[config.mk]
export PLATFORM = sky130hd
export DESIGN_NAME = passkey_pairing_session_fsm
export DESIGN_NICKNAME = d
export VERILOG_FILES = /design/src/sv/pps_pkg.sv /design/src/sv/pps_core.sv /design/src/sv/passkey_pairing_session_fsm.sv
export VERILOG_INCLUDE_DIRS = /design/src /design/src/sv
export SDC_FILE = /design/constraint.sdc
export NUM_CORES = 1
export LEC_CHECK = 0
export ABC_AREA = 1
export BUFFER_PORTS_ARGS = -buffer_cell sky130_fd_sc_hd__buf_2
export CAP_MARGIN = 10
export CORE_MARGIN = 5
export CORE_UTILIZATION = 66
export CTS_BUF_LIST = sky130_fd_sc_hd__clkbuf_4 sky130_fd_sc_hd__clkbuf_8
export DETAILED_ROUTE_END_ITERATION = 10
export PLACE_DENSITY = 0.95
export REMOVE_ABC_BUFFERS = 1
export SYNTH_ARGS = -nofsm -noshare
export SYNTH_HDL_FRONTEND = slang
export SYNTH_SLANG_ARGS = --single-unit
[constraint.sdc]
create_clock -name clock -period 17.9 [get_ports clock]
set_clock_uncertainty 0.2 [all_clocks]
set_input_delay 5.37 -clock clock [delete_from_list [all_inputs] [get_ports clock]]
set_output_delay 5.37 -clock clock [all_outputs]
set_load 0.005 [all_outputs]
[src/sv/passkey_pairing_session_fsm_assert.svh]
// Assertion macros shared by the passkey pairing session modules.
`ifndef PASSKEY_PAIRING_SESSION_FSM_ASSERT_SVH
`define PASSKEY_PAIRING_SESSION_FSM_ASSERT_SVH

// The condition implies the consequence in the same cycle.
`define PPS_ASSERT_NOW(label, clk, rst, cond, cons) \
   label: assert property (@(posedge clk) disable iff (rst) (cond) |-> (cons)) \
      else $error("pps assertion failed");

// The condition implies the consequence in the following cycle.
`define PPS_ASSERT_NEXT(label, clk, rst, cond, cons) \
   label: assert property (@(posedge clk) disable iff (rst) (cond) |=> (cons)) \
      else $error("pps assertion failed");

`endif

[src/sv/pps_pkg.sv]
// Package with codes, types and constants of the passkey pairing session block.
package pps_pkg;

   localparam logic [15:0] NO_CONNECTION_HANDLE = 16'hFFFF;

   localparam logic [3:0] OP_CONNECT     = 4'd0;
   localparam logic [3:0] OP_PASSKEY     = 4'd1;
   localparam logic [3:0] OP_UNSUPPORTED = 4'd2;
   localparam logic [3:0] OP_RESPONSE    = 4'd3;
   localparam logic [3:0] OP_TIMEOUT     = 4'd4;
   localparam logic [3:0] OP_COMPLETE    = 4'd5;
   localparam logic [3:0] OP_FAIL_CLOSED = 4'd6;
   localparam logic [3:0] OP_DISCONNECT  = 4'd7;
   localparam logic [3:0] OP_DISABLE     = 4'd8;
   localparam logic [3:0] OP_RESET       = 4'd9;
   localparam logic [3:0] OP_VALIDATE    = 4'd10;

   localparam logic [2:0] ST_OK          = 3'd0;
   localparam logic [2:0] ST_STALE       = 3'd1;
   localparam logic [2:0] ST_DUP         = 3'd2;
   localparam logic [2:0] ST_EXHAUSTED   = 3'd3;
   localparam logic [2:0] ST_UNSUPPORTED = 3'd4;
   localparam logic [2:0] ST_NOT_PENDING = 3'd5;
   localparam logic [2:0] ST_STALE_ID    = 3'd6;
   localparam logic [2:0] ST_STALE_CONN  = 3'd7;

   localparam logic [1:0] LIVE_IDLE     = 2'd0;
   localparam logic [1:0] LIVE_SECURING = 2'd1;
   localparam logic [1:0] LIVE_WAITING  = 2'd2;

   localparam logic [3:0] LAST_NONE      = 4'd0;
   localparam logic [3:0] LAST_POLICY    = 4'd1;
   localparam logic [3:0] LAST_TIMEOUT   = 4'd2;
   localparam logic [3:0] LAST_PEER_DISC = 4'd3;

   typedef struct packed {
      logic [3:0]  op;
      logic [31:0] gen;
      logic [15:0] handle;
      logic [31:0] pair_id;
      logic [3:0]  result;
   } event_type;

   typedef struct packed {
      logic [1:0]  live;
      logic [3:0]  last;
      logic [31:0] gen;
      logic [15:0] handle;
      logic [31:0] pair_id;
      logic        active;
      logic        consumed;
      logic        exhausted;
   } session_type;

   typedef struct packed {
      logic [2:0]  status;
      session_type sess;
   } result_type;

endpackage

[src/sv/pps_core.sv]
// Session state registers and the next-state logic for one event.
`include "passkey_pairing_session_fsm_assert.svh"

module pps_core (
   input  logic                clock,
   input  logic                reset,
   input  logic                fire,
   input  pps_pkg::event_type  ev,
   output pps_pkg::result_type res
);
   import pps_pkg::*;

   session_type sess_ff;
   session_type sess_in;
   logic [31:0] next_id_ff;
   logic [31:0] next_id_in;
   logic [2:0]  status;
   logic [2:0]  resp_status;
   logic        current;
   logic        last_id;

   always_comb begin
      current = (sess_ff.gen == ev.gen) && (sess_ff.handle == ev.handle);
      last_id = &next_id_ff;
      if (sess_ff.gen != ev.gen) begin
         resp_status = ST_STALE;
      end else if (sess_ff.handle != ev.handle) begin
         resp_status = ST_STALE_CONN;
      end else if (sess_ff.live != LIVE_WAITING || !sess_ff.active || sess_ff.consumed ||
                   sess_ff.pair_id == 32'd0) begin
         resp_status = ST_NOT_PENDING;
      end else if (sess_ff.pair_id != ev.pair_id) begin
         resp_status = ST_STALE_ID;
      end else begin
         resp_status = ST_OK;
      end
   end

   always_comb begin
      session_type upd;
      upd = sess_ff;
      upd.gen = ev.gen;
      upd.handle = ev.handle;
      upd.pair_id = 32'd0;
      upd.active = 1'b0;
      upd.consumed = 1'b0;
      sess_in = sess_ff;
      next_id_in = next_id_ff;
      status = ST_OK;
      unique case (ev.op)
         OP_CONNECT: begin
            sess_in = upd;
            sess_in.live = LIVE_SECURING;
         end
         OP_PASSKEY: begin
            if (!current || sess_ff.live == LIVE_IDLE) begin
               status = ST_STALE;
            end else if (sess_ff.live == LIVE_WAITING && sess_ff.pair_id != 32'd0) begin
               status = ST_DUP;
            end else if (sess_ff.exhausted || next_id_ff == 32'd0) begin
               sess_in = upd;
               sess_in.live = LIVE_IDLE;
               sess_in.last = LAST_POLICY;
               sess_in.exhausted = 1'b1;
               status = ST_EXHAUSTED;
            end else begin
               sess_in = upd;
               sess_in.live = LIVE_WAITING;
               sess_in.last = LAST_NONE;
               sess_in.pair_id = next_id_ff;
               sess_in.active = 1'b1;
               sess_in.exhausted = last_id;
               next_id_in = next_id_ff + 32'd1;
            end
         end
         OP_UNSUPPORTED: begin
            if (!current) begin
               status = ST_STALE;
            end else begin
               sess_in = upd;
               sess_in.live = LIVE_IDLE;
               sess_in.last = LAST_POLICY;
               status = ST_UNSUPPORTED;
            end
         end
         OP_RESPONSE: begin
            status = resp_status;
            if (resp_status == ST_OK) begin
               sess_in = upd;
               sess_in.live = LIVE_SECURING;
               sess_in.active = 1'b1;
               sess_in.consumed = 1'b1;
            end
         end
         OP_TIMEOUT: begin
            status = resp_status;
            if (resp_status == ST_OK) begin
               sess_in = upd;
               sess_in.live = LIVE_IDLE;
               sess_in.last = LAST_TIMEOUT;
            end
         end
         OP_COMPLETE: begin
            if (!current) begin
               status = ST_STALE;
            end else begin
               sess_in = upd;
               sess_in.live = LIVE_IDLE;
               sess_in.last = ev.result;
            end
         end
         OP_FAIL_CLOSED: begin
            sess_in = upd;
            sess_in.live = LIVE_IDLE;
            sess_in.last = ev.result;
         end
         OP_DISCONNECT: begin
            if (!current) begin
               status = ST_STALE;
            end else begin
               sess_in = upd;
               sess_in.live = LIVE_IDLE;
               sess_in.last = sess_ff.active ? LAST_PEER_DISC : sess_ff.last;
               sess_in.handle = NO_CONNECTION_HANDLE;
            end
         end
         OP_DISABLE, OP_RESET: begin
            sess_in = upd;
            sess_in.live = LIVE_IDLE;
            sess_in.last = LAST_NONE;
            sess_in.gen = sess_ff.gen;
            sess_in.handle = NO_CONNECTION_HANDLE;
         end
         OP_VALIDATE: begin
            status = resp_status;
         end
         default: begin
            status = ST_UNSUPPORTED;
         end
      endcase
   end

   assign res.status = status;
   assign res.sess = sess_in;

   always_ff @(posedge clock) begin
      if (reset) begin
         sess_ff.live <= LIVE_IDLE;
         sess_ff.last <= LAST_NONE;
         sess_ff.gen <= 32'd0;
         sess_ff.handle <= NO_CONNECTION_HANDLE;
         sess_ff.pair_id <= 32'd0;
         sess_ff.active <= 1'b0;
         sess_ff.consumed <= 1'b0;
         sess_ff.exhausted <= 1'b0;
         next_id_ff <= 32'd1;
      end else if (fire) begin
         sess_ff <= sess_in;
         next_id_ff <= next_id_in;
      end
   end

   `PPS_ASSERT_NEXT(a_exhausted_sticky, clock, reset, sess_ff.exhausted, sess_ff.exhausted)
   `PPS_ASSERT_NOW(a_zero_id_exhausted, clock, reset, next_id_ff == 32'd0, sess_ff.exhausted)
   `PPS_ASSERT_NOW(a_id_needs_active, clock, reset, sess_ff.pair_id != 32'd0, sess_ff.active)

endmodule

[src/sv/passkey_pairing_session_fsm.sv]
// Top level of the passkey pairing session block: beat registers around the session core.
// The block tracks one pairing session and answers every event beat with one result beat.
// Request channel: req_valid with the event fields req_op, req_gen_in, req_handle_in,
// req_pair_id_in and req_result_in; a beat is taken when req_valid is high and req_stall
// is low. Response channel: rsp_valid with rsp_status and the stored session state after
// the event; a beat is delivered when rsp_valid is high and rsp_stall is low.
// Each event passes one input register, the session logic and one output register: a
// request beat is taken into the input register, and its result beat is presented once it
// moves into the output register. One event is taken every cycle while req_stall is low;
// the state registers are updated when an event moves into the output register, so the
// next event already sees the new state.
// When the receiver stalls, the output register holds its beat, one more event waits in
// the input register, and req_stall rises only when both are full.
// Reset clears the valid flags of both beat registers and puts the session in idle with
// no connection, generation zero, all flags clear and the next pairing id at one.
`include "passkey_pairing_session_fsm_assert.svh"

module passkey_pairing_session_fsm (
   input  logic        clock,
   input  logic        reset,
   input  logic        req_valid,
   output logic        req_stall,
   input  logic [3:0]  req_op,
   input  logic [31:0] req_gen_in,
   input  logic [15:0] req_handle_in,
   input  logic [31:0] req_pair_id_in,
   input  logic [3:0]  req_result_in,
   output logic        rsp_valid,
   input  logic        rsp_stall,
   output logic [2:0]  rsp_status,
   output logic [1:0]  rsp_live_out,
   output logic [3:0]  rsp_last_out,
   output logic [31:0] rsp_gen_out,
   output logic [15:0] rsp_handle_out,
   output logic [31:0] rsp_pair_id_out,
   output logic        rsp_active_out,
   output logic        rsp_consumed_out,
   output logic        rsp_exhausted_out
);
   import pps_pkg::*;

   logic       in_valid_ff;
   logic       in_valid_in;
   event_type  ev_ff;
   logic       out_valid_ff;
   logic       out_valid_in;
   result_type out_ff;
   result_type res;
   logic       advance;
   logic       take;

   assign advance = in_valid_ff && (!out_valid_ff || !rsp_stall);
   assign req_stall = in_valid_ff && !advance;
   assign take = req_valid && !req_stall;
   assign in_valid_in = take || (in_valid_ff && !advance);
   assign out_valid_in = advance || (out_valid_ff && rsp_stall);

   pps_core u_core (
      .clock (clock),
      .reset (reset),
      .fire  (advance),
      .ev    (ev_ff),
      .res   (res)
   );

   always_ff @(posedge clock) begin
      if (reset) begin
         in_valid_ff <= 1'b0;
         out_valid_ff <= 1'b0;
      end else begin
         in_valid_ff <= in_valid_in;
         out_valid_ff <= out_valid_in;
      end
   end

   always_ff @(posedge clock) begin
      if (take) begin
         ev_ff.op <= req_op;
         ev_ff.gen <= req_gen_in;
         ev_ff.handle <= req_handle_in;
         ev_ff.pair_id <= req_pair_id_in;
         ev_ff.result <= req_result_in;
      end
      if (advance) begin
         out_ff <= res;
      end
   end

   assign rsp_valid = out_valid_ff;
   assign rsp_status = out_ff.status;
   assign rsp_live_out = out_ff.sess.live;
   assign rsp_last_out = out_ff.sess.last;
   assign rsp_gen_out = out_ff.sess.gen;
   assign rsp_handle_out = out_ff.sess.handle;
   assign rsp_pair_id_out = out_ff.sess.pair_id;
   assign rsp_active_out = out_ff.sess.active;
   assign rsp_consumed_out = out_ff.sess.consumed;
   assign rsp_exhausted_out = out_ff.sess.exhausted;

   `PPS_ASSERT_NEXT(a_advance_fills_out, clock, reset, advance, out_valid_ff)
   `PPS_ASSERT_NOW(a_stall_needs_item, clock, reset, req_stall, in_valid_ff && out_valid_ff)
   `PPS_ASSERT_NEXT(a_waiting_item_kept, clock, reset, in_valid_ff && !advance, in_valid_ff)

endmodule
==> results.md, run 1 <==
* Clk sinks at 303
* FP Rows at 56
* DRT Pass-1 Iters at 8
* Synth top cells by count: nand2_1 (579), inv_1 (209), nor2_1 (186)
* Final period utilization at 0.639
* CTS buffer count at 49
* Clock insertion delay at the later pin of the skew report at 0.58 ns
* Largest net degree at the start of global routing at 91
* Seq pwr share at 0.494
* Setup Buffers After CTS at 0
* Synth Cell Area at 15,900 um^2
* RD Place Congestion at 0.929
* Startpoint types: input pin
* Count leader, synth: nand2_1
* Slew headroom at 0.149
* RSZ-0062 raised after global routing: no
* Die ar. at 27,200 um^2
* Vias in the first global route at 14.7k
* Die width at 165 um
* Dominant cell type by area after synthesis: edfxtp_1
* WL per Instance at 17.8 um
* Die Ht at 165 um
* Clock share of power at 0.390
* Max Cap Violations at 0
* Crit-path most repeated cell: buf_2
* Largest stage delay on the critical path at 0.17 ns
* Htree depth at 2
* Drt via density at 6.01
* WP data required at 12.33 ns
* Power Dens Cells at 91.9 nW/um^2
* Number of remaining DRC errors at 0
* Synth top area cells: edfxtp_1 (34%), dfxtp_1 (16%), nand2_1 (14%), inv_1 (4.9%), nor2_1 (4.4%)
* Global route overflow at 0
* Post-synth top flop: edfxtp_1
* Post-synth ARST share at 0
* Setup ws final at approximately 6.5 ns
* Worst setup path class: in -> out
* Final Setup Violations at 0
* Net Switching at 437 uW
* EDFF count, synth at 180
* Int Power at approximately 1.2 mW
* Port Buffers at 185
* Max Buffers Root-to-Sink at 3
* Crit end category: output port
* Fmax at ~90 MHz
* Worst Path Max Fanout at 4
* Core area at 23,500 um^2
* Wirelength, routed at 44,500 um
* ANT cells at 0
* GR Util All Layers at 0.322
* Worst slew pin tran at 1.27 ns
* Final Hold Fails at 0
* Max-slew violation count at 0
* Gate Count Post-Synth at 1,976
* ANT nets after route at 0
* Critical Path AT at roughly 5.9 ns
* Final min period at 11.44 ns
* Area grow syn2layout at 13.4%
* First-pass GRT wire length at 70,900 um
* Filler cells at 1,643
* Hold Buf Count CTS at 0
* Worst path cell trace: buf_2 > nand2_1 > nor2_1 > buf_2
* Combinational share of power at 0.116
* Register Area at 7870 um^2
* Share of cells above drive strength 1 at 0.171
* Sw frac at 0.264
* Status: complete, no violations
* Root Buffer: clkbuf_8
* Top-area cell type share of the netlist area at 0.341
* IO Pins at 186
* Pwr Total at 1.65 mW
* Hpwl dp at 28,200 um
* Post-Place Setup Slack at 6.47 ns
* Worst Hold Class: reg -> reg
* Synth cell types at 44
* Mean post-synth cell area at between 8 and 9 um^2
* Reg clk slew, reported paths at about 0.06 ns
* CTS tree: yes
* Initial antenna violation count at 0
* Seq/Total Area, Yosys at 0.496
* VDD IR max at 0.000103 V
* Via count at ~15k
* Initial Utilization at 0.674
* Leakage at slightly below 8 nW
* Area of the multi-input gates at 6700 um^2
* CP max stage cell: nor2_1
* Yosys warnings at 0
* R2R Setup Slk at 14.13 ns
* Post-cts gate resize count at 0
* Drt first-iter violations at 1,969
* #FFs+latches synth at 303
* Fin Setup TNS at 0 ns
* Layout Nets at 2,227
-- cell families (layout without fill, tap and decap cells) --
kind of cell             Yosys count  in the layout  share of synthesized area
flip-flops                       303            303                      0.496
buffers and inverters            343            541                     0.0847
adder cells (fa/ha/maj)            2              2                    0.00158
AO/OA/AOI/OAI                    307            307                      0.131
XOR/XNOR                          55             55                     0.0304
AND/OR/NAND/NOR                  966            966                      0.257
-- layout make-up --
type,instances,area share
clock buffer,69,0.0472
clock inverter,23,0.0115
inverter,250,0.0525
multi-input combinational,1330,0.372
sequential,303,0.437
tap,319,0.0222
timing repair buffer,199,0.0574
-- routing by layer --
metal  wire length [um]  GRT usage  vias to the layer above
li1                   -          -                     6981
met1              16500      0.387                     6787
met2              21600      0.558                      989
met3               4530     0.0568                      215
met4               1900      0.160                        0
met5                  0          0                        -
-- worst max-delay path: cells and delay by family --
| kind | cells | cell delay [ns] |
|---|---|---|
| AND/OR/NAND/NOR | 2 | 0.28 |
| buffers and inverters | 2 | 0.22 |
-- cells in the final DEF (no fill, tap or decap), types with 5 or more instances in the layout --
cell,instances
nor2_4,7
nand2_2,31
inv_2,38
o22ai_1,10
clkinv_1,15
a211oi_1,32
dfxtp_1,123
nand2_1,578
nand4_1,35
buf_2,184
a221oi_1,32
o2111ai_1,32
o21ai_0,24
clkinv_2,5
xnor2_1,34
o41ai_1,48
clkbuf_4,16
a21oi_1,119
edfxtp_1,180
nor3_1,35
inv_1,207
nand3_1,70
nor4_1,10
clkbuf_8,53
nor2_1,181
xor2_1,21
buf_4,15
-- stage by stage --
| stage | utilization | area [um^2] | cells | hold WS (ns) |
|---|---|---|---|---|
| 2_1_floorplan | - | 15500 | 1883 | 0.252 |
| 3_3_place_gp | 0.720 | 16900 | 2401 | 0.276 |
| 3_5_place_dp | 0.720 | 16900 | 2401 | 0.292 |
| 4_1_cts | 0.765 | 18000 | 2493 | 0.302 |
| 5_1_grt | 0.765 | 18000 | 2493 | 0.323 |
| 6_report | 0.765 | 18000 | 2493 | 0.306 |
-- flip-flops by register name, summed over array words and instances, names as in the netlist --
| name | cells |
|---|---|
| u_core.next_id_ff | 32 |
| rsp_live_out | 2 |
| rsp_last_out | 4 |
| u_core.sess_ff | 89 |
| rsp_gen_out | 32 |
| rsp_active_out | 1 |
| rsp_valid | 1 |
| rsp_handle_out | 16 |
| rsp_consumed_out | 1 |
| rsp_status | 3 |
| rsp_pair_id_out | 32 |
| in_valid_ff | 1 |
| rsp_exhausted_out | 1 |
| ev_ff | 88 |
-- power groups by stage --
stage,registers (mW),logic (mW),clock network [mW]
after floorplan,0.825,0.120,0
after global placement,0.827,0.176,0
after detailed placement,0.829,0.186,0
after CTS,0.816,0.188,0.649
after global routing,0.820,0.211,0.687
final,0.817,0.192,0.646
-- worst paths after layout --
| path | startpoint | to | depth (start not counted) |
|---|---|---|---|
| max | rsp_stall | req_stall | 4 |
| min | u_core.next_id_ff[29]$_SDFFE_PP0P_ | u_core.next_id_ff[29]$_SDFFE_PP0P_ | 2 |
| min reg2reg | u_core.next_id_ff[29]$_SDFFE_PP0P_ | u_core.next_id_ff[29]$_SDFFE_PP0P_ | 2 |
| max reg2reg | ev_ff[44]$_DFFE_PP_ | u_core.sess_ff[24]$_SDFFE_PP0P_ | 12 |
Note: power is estimated with default switching activity, not from simulation.
==> run 2: changes to the inputs <==
--- a/config.mk
+++ b/config.mk
@@ -10,10 +10,10 @@
 export BUFFER_PORTS_ARGS = -buffer_cell sky130_fd_sc_hd__buf_2
 export CAP_MARGIN = 10
 export CORE_MARGIN = 5
-export CORE_UTILIZATION = 66
+export CORE_UTILIZATION = 55
 export CTS_BUF_LIST = sky130_fd_sc_hd__clkbuf_4 sky130_fd_sc_hd__clkbuf_8
 export DETAILED_ROUTE_END_ITERATION = 10
-export PLACE_DENSITY = 0.95
+export PLACE_DENSITY = 0.9
 export REMOVE_ABC_BUFFERS = 1
 export SYNTH_ARGS = -nofsm -noshare
 export SYNTH_HDL_FRONTEND = slang
==> constraint.sdc (replaced) <==
create_clock -name clock -period 9.9 [get_ports clock]
set_clock_uncertainty 0.2 [all_clocks]
set_input_delay 2.97 -clock clock [delete_from_list [all_inputs] [get_ports clock]]
set_output_delay 2.97 -clock clock [all_outputs]
set_load 0.005 [all_outputs]
==> results.md, run 2 (synthesis gave the netlist of run 1 again) <==
* Status: complete, no violations
* Max layer used: met4
* Via count at 14.9k
* RD Place Congestion at 0.921
* Met1 WL at 17,600 um
* FP Rows at 62
* Fin area at 18,200 um^2
* CP max stage cell: nor2_1
* ANT nets after route at 0
* Hpwl dp at 29,000 um
* GR Util All Layers at 0.264
* Drt via density at around 5.8
* Fin Setup TNS at 0 ns
* CTS buffer count at 53
* Share of cells above drive strength 1 at 0.176
* ANT cells at 0
* Worst slew pin tran at 1.24 ns
* DRT Pass-1 Iters at 6
* First-pass GRT wire length at 71,600 um
* Regs by FF count: u_core.sess_ff: 89 flops, ev_ff: 88 flops
* Die Ht at 180 um
* Die width at 180 um
* Worst path cell trace: buf_2 > nand2_1 > nor2_1 > buf_2
* Max Cap Violations at 0
* Post-cts gate resize count at 0
* Largest stage delay on the critical path at approximately 0.16 ns
* Worst Hold Class: reg -> reg
* Final min period at 6.64 ns
* Final Hold Fails at 0
* Min Hold Slack at 0.292 ns
* VDD IR max at 0.000107 V
* Placed cell area at approximately 17,000 um^2
* Layout Nets at 2,231
* RSZ-0062 raised after global routing: no
* Wirelength, routed at 45,400 um
* Met2 wire len at 22,200 um
* Fmax at approximately 150 MHz
* Crit-path most repeated cell: buf_2
* Hold-critical path depth at 2
* Reg2reg start: ev_ff[44]$_DFFE_PP_
* Number of remaining DRC errors at 0
* CTS tree: yes
* Port Buffers at between 150 and 200
* Reg clk slew, reported paths at 0.06 ns
* WP data required at 6.73 ns
* Area grow syn2layout at 14.4%
* Vias in the first global route at between 10k and 15k
* R2R Setup Slk at 6.21 ns
* Drt first-iter violations at between 1.5k and 2k
* Core area at 28,600 um^2
* R2R cell count at 10
* Final Setup Violations at 0
* Max-slew violation count at 0
* Startpoint types: input pin
* Max Buffers Root-to-Sink at 3
* Power Dens Cells at 167 nW/um^2
* Biggest register: u_core.sess_ff
* Placed Instances at 2,466
* Worst Path Max Fanout at 4
* Hold Buf Count CTS at 0
* Worst setup path class: in -> out
* Initial antenna violation count at 0
* Die ar. at 32,400 um^2
* Leakage at 7.80 nW
* Htree depth at 2
* HP Start: u_core.sess_ff[0]$_SDFFE_PP0P_
* IO Pins at 186
* Hold path endpoint: u_core.sess_ff[0]$_SDFFE_PP0P_
* Worst flop-to-flop path endpoint: rsp_pair_id_out[21]$_DFFE_PP_
* Root Buffer: clkbuf_8
* Critical Path AT at 3.47 ns
* WL per Instance at approximately 18 um
* Final period utilization at 0.670
* Crit end category: output port
* Leading cell type in the layout, fill and taps excluded: nand2_1
* Clk sinks at 303
* Clock insertion delay at the later pin of the skew report at around 0.59 ns
* Largest net degree at the start of global routing at 102
* Setup Buffers After CTS at 0
* Commonest cells after routing, fill and taps aside: nand2_1 (578), inv_1 (207), buf_2 (184)
* Max reg flops at 89
* Initial Utilization at 0.554
* Slew headroom at 0.174
* Global route overflow at 0
* Fin cells at 2,566
* DR WL met3 at ~4400 um
[run 2: cell types whose count changed in the layout (fill, tap and decap cells not counted)]
cell,previous run,this run
clkbuf_8,53,63
clkinv_1,15,10
clkbuf_4,16,22
clkinv_2,5,7
clkinvlp_4,3,1
bufinv_16,4,1
[run 2: worst max-delay path: cells and delay by family]
| family | cells | cell delay, ns |
|---|---|---|
| buf+inv | 2 | 0.21 |
| simple gates | 2 | 0.28 |
[run 2: stage by stage]
| step | util | total power [mW] | setup WS (ns) |
|---|---|---|---|
| 3_3_place_gp | 0.595 | 1.82 | 3.31 |
| 4_1_cts | 0.634 | 3.04 | 3.27 |
| 6_report | 0.634 | 3.03 | 3.26 |
| 3_5_place_dp | 0.595 | 1.84 | 3.28 |
| 2_1_floorplan | - | 1.71 | 0.779 |
| 5_1_grt | 0.634 | 3.15 | 3.23 |
[run 2: worst max path at each step]
stage	cells past startpoint	slack, ns	endpoint	startpoint
4_1_cts	4	3.27	req_stall	rsp_stall
2_1_floorplan	8	0.78	u_core.next_id_ff[9]$_SDFFE_PP0P_	rsp_stall
5_1_grt	4	3.23	req_stall	rsp_stall
3_5_place_dp	4	3.28	req_stall	rsp_stall
3_3_place_gp	4	3.31	req_stall	rsp_stall
6_report	4	3.26	req_stall	rsp_stall
[run 2: final cells by class]
type	instances	area, um^2
timing repair buffer	199	1030
multi-input combinational	1330	6700
sequential	303	7870
inverter	250	945
clock buffer	85	1030
tap	384	480
clock inverter	15	93.8
fill	2375	10500
[run 2: per-layer routing]
metal  GRT usage  vias up
li1            -     6972
met1       0.325     6929
met2       0.458      860
met3      0.0594      133
met4      0.0936        0
met5           0        -
[run 2: power by group]
| part | internal [mW] | switching [mW] | leakage, nW |
|---|---|---|---|
| clock | 0.685 | 0.525 | 0.603 |
| sequential | 1.42 | 0.0579 | 2.74 |
| combinational | 0.122 | 0.222 | 4.46 |
| total | 2.23 | 0.805 | 7.80 |
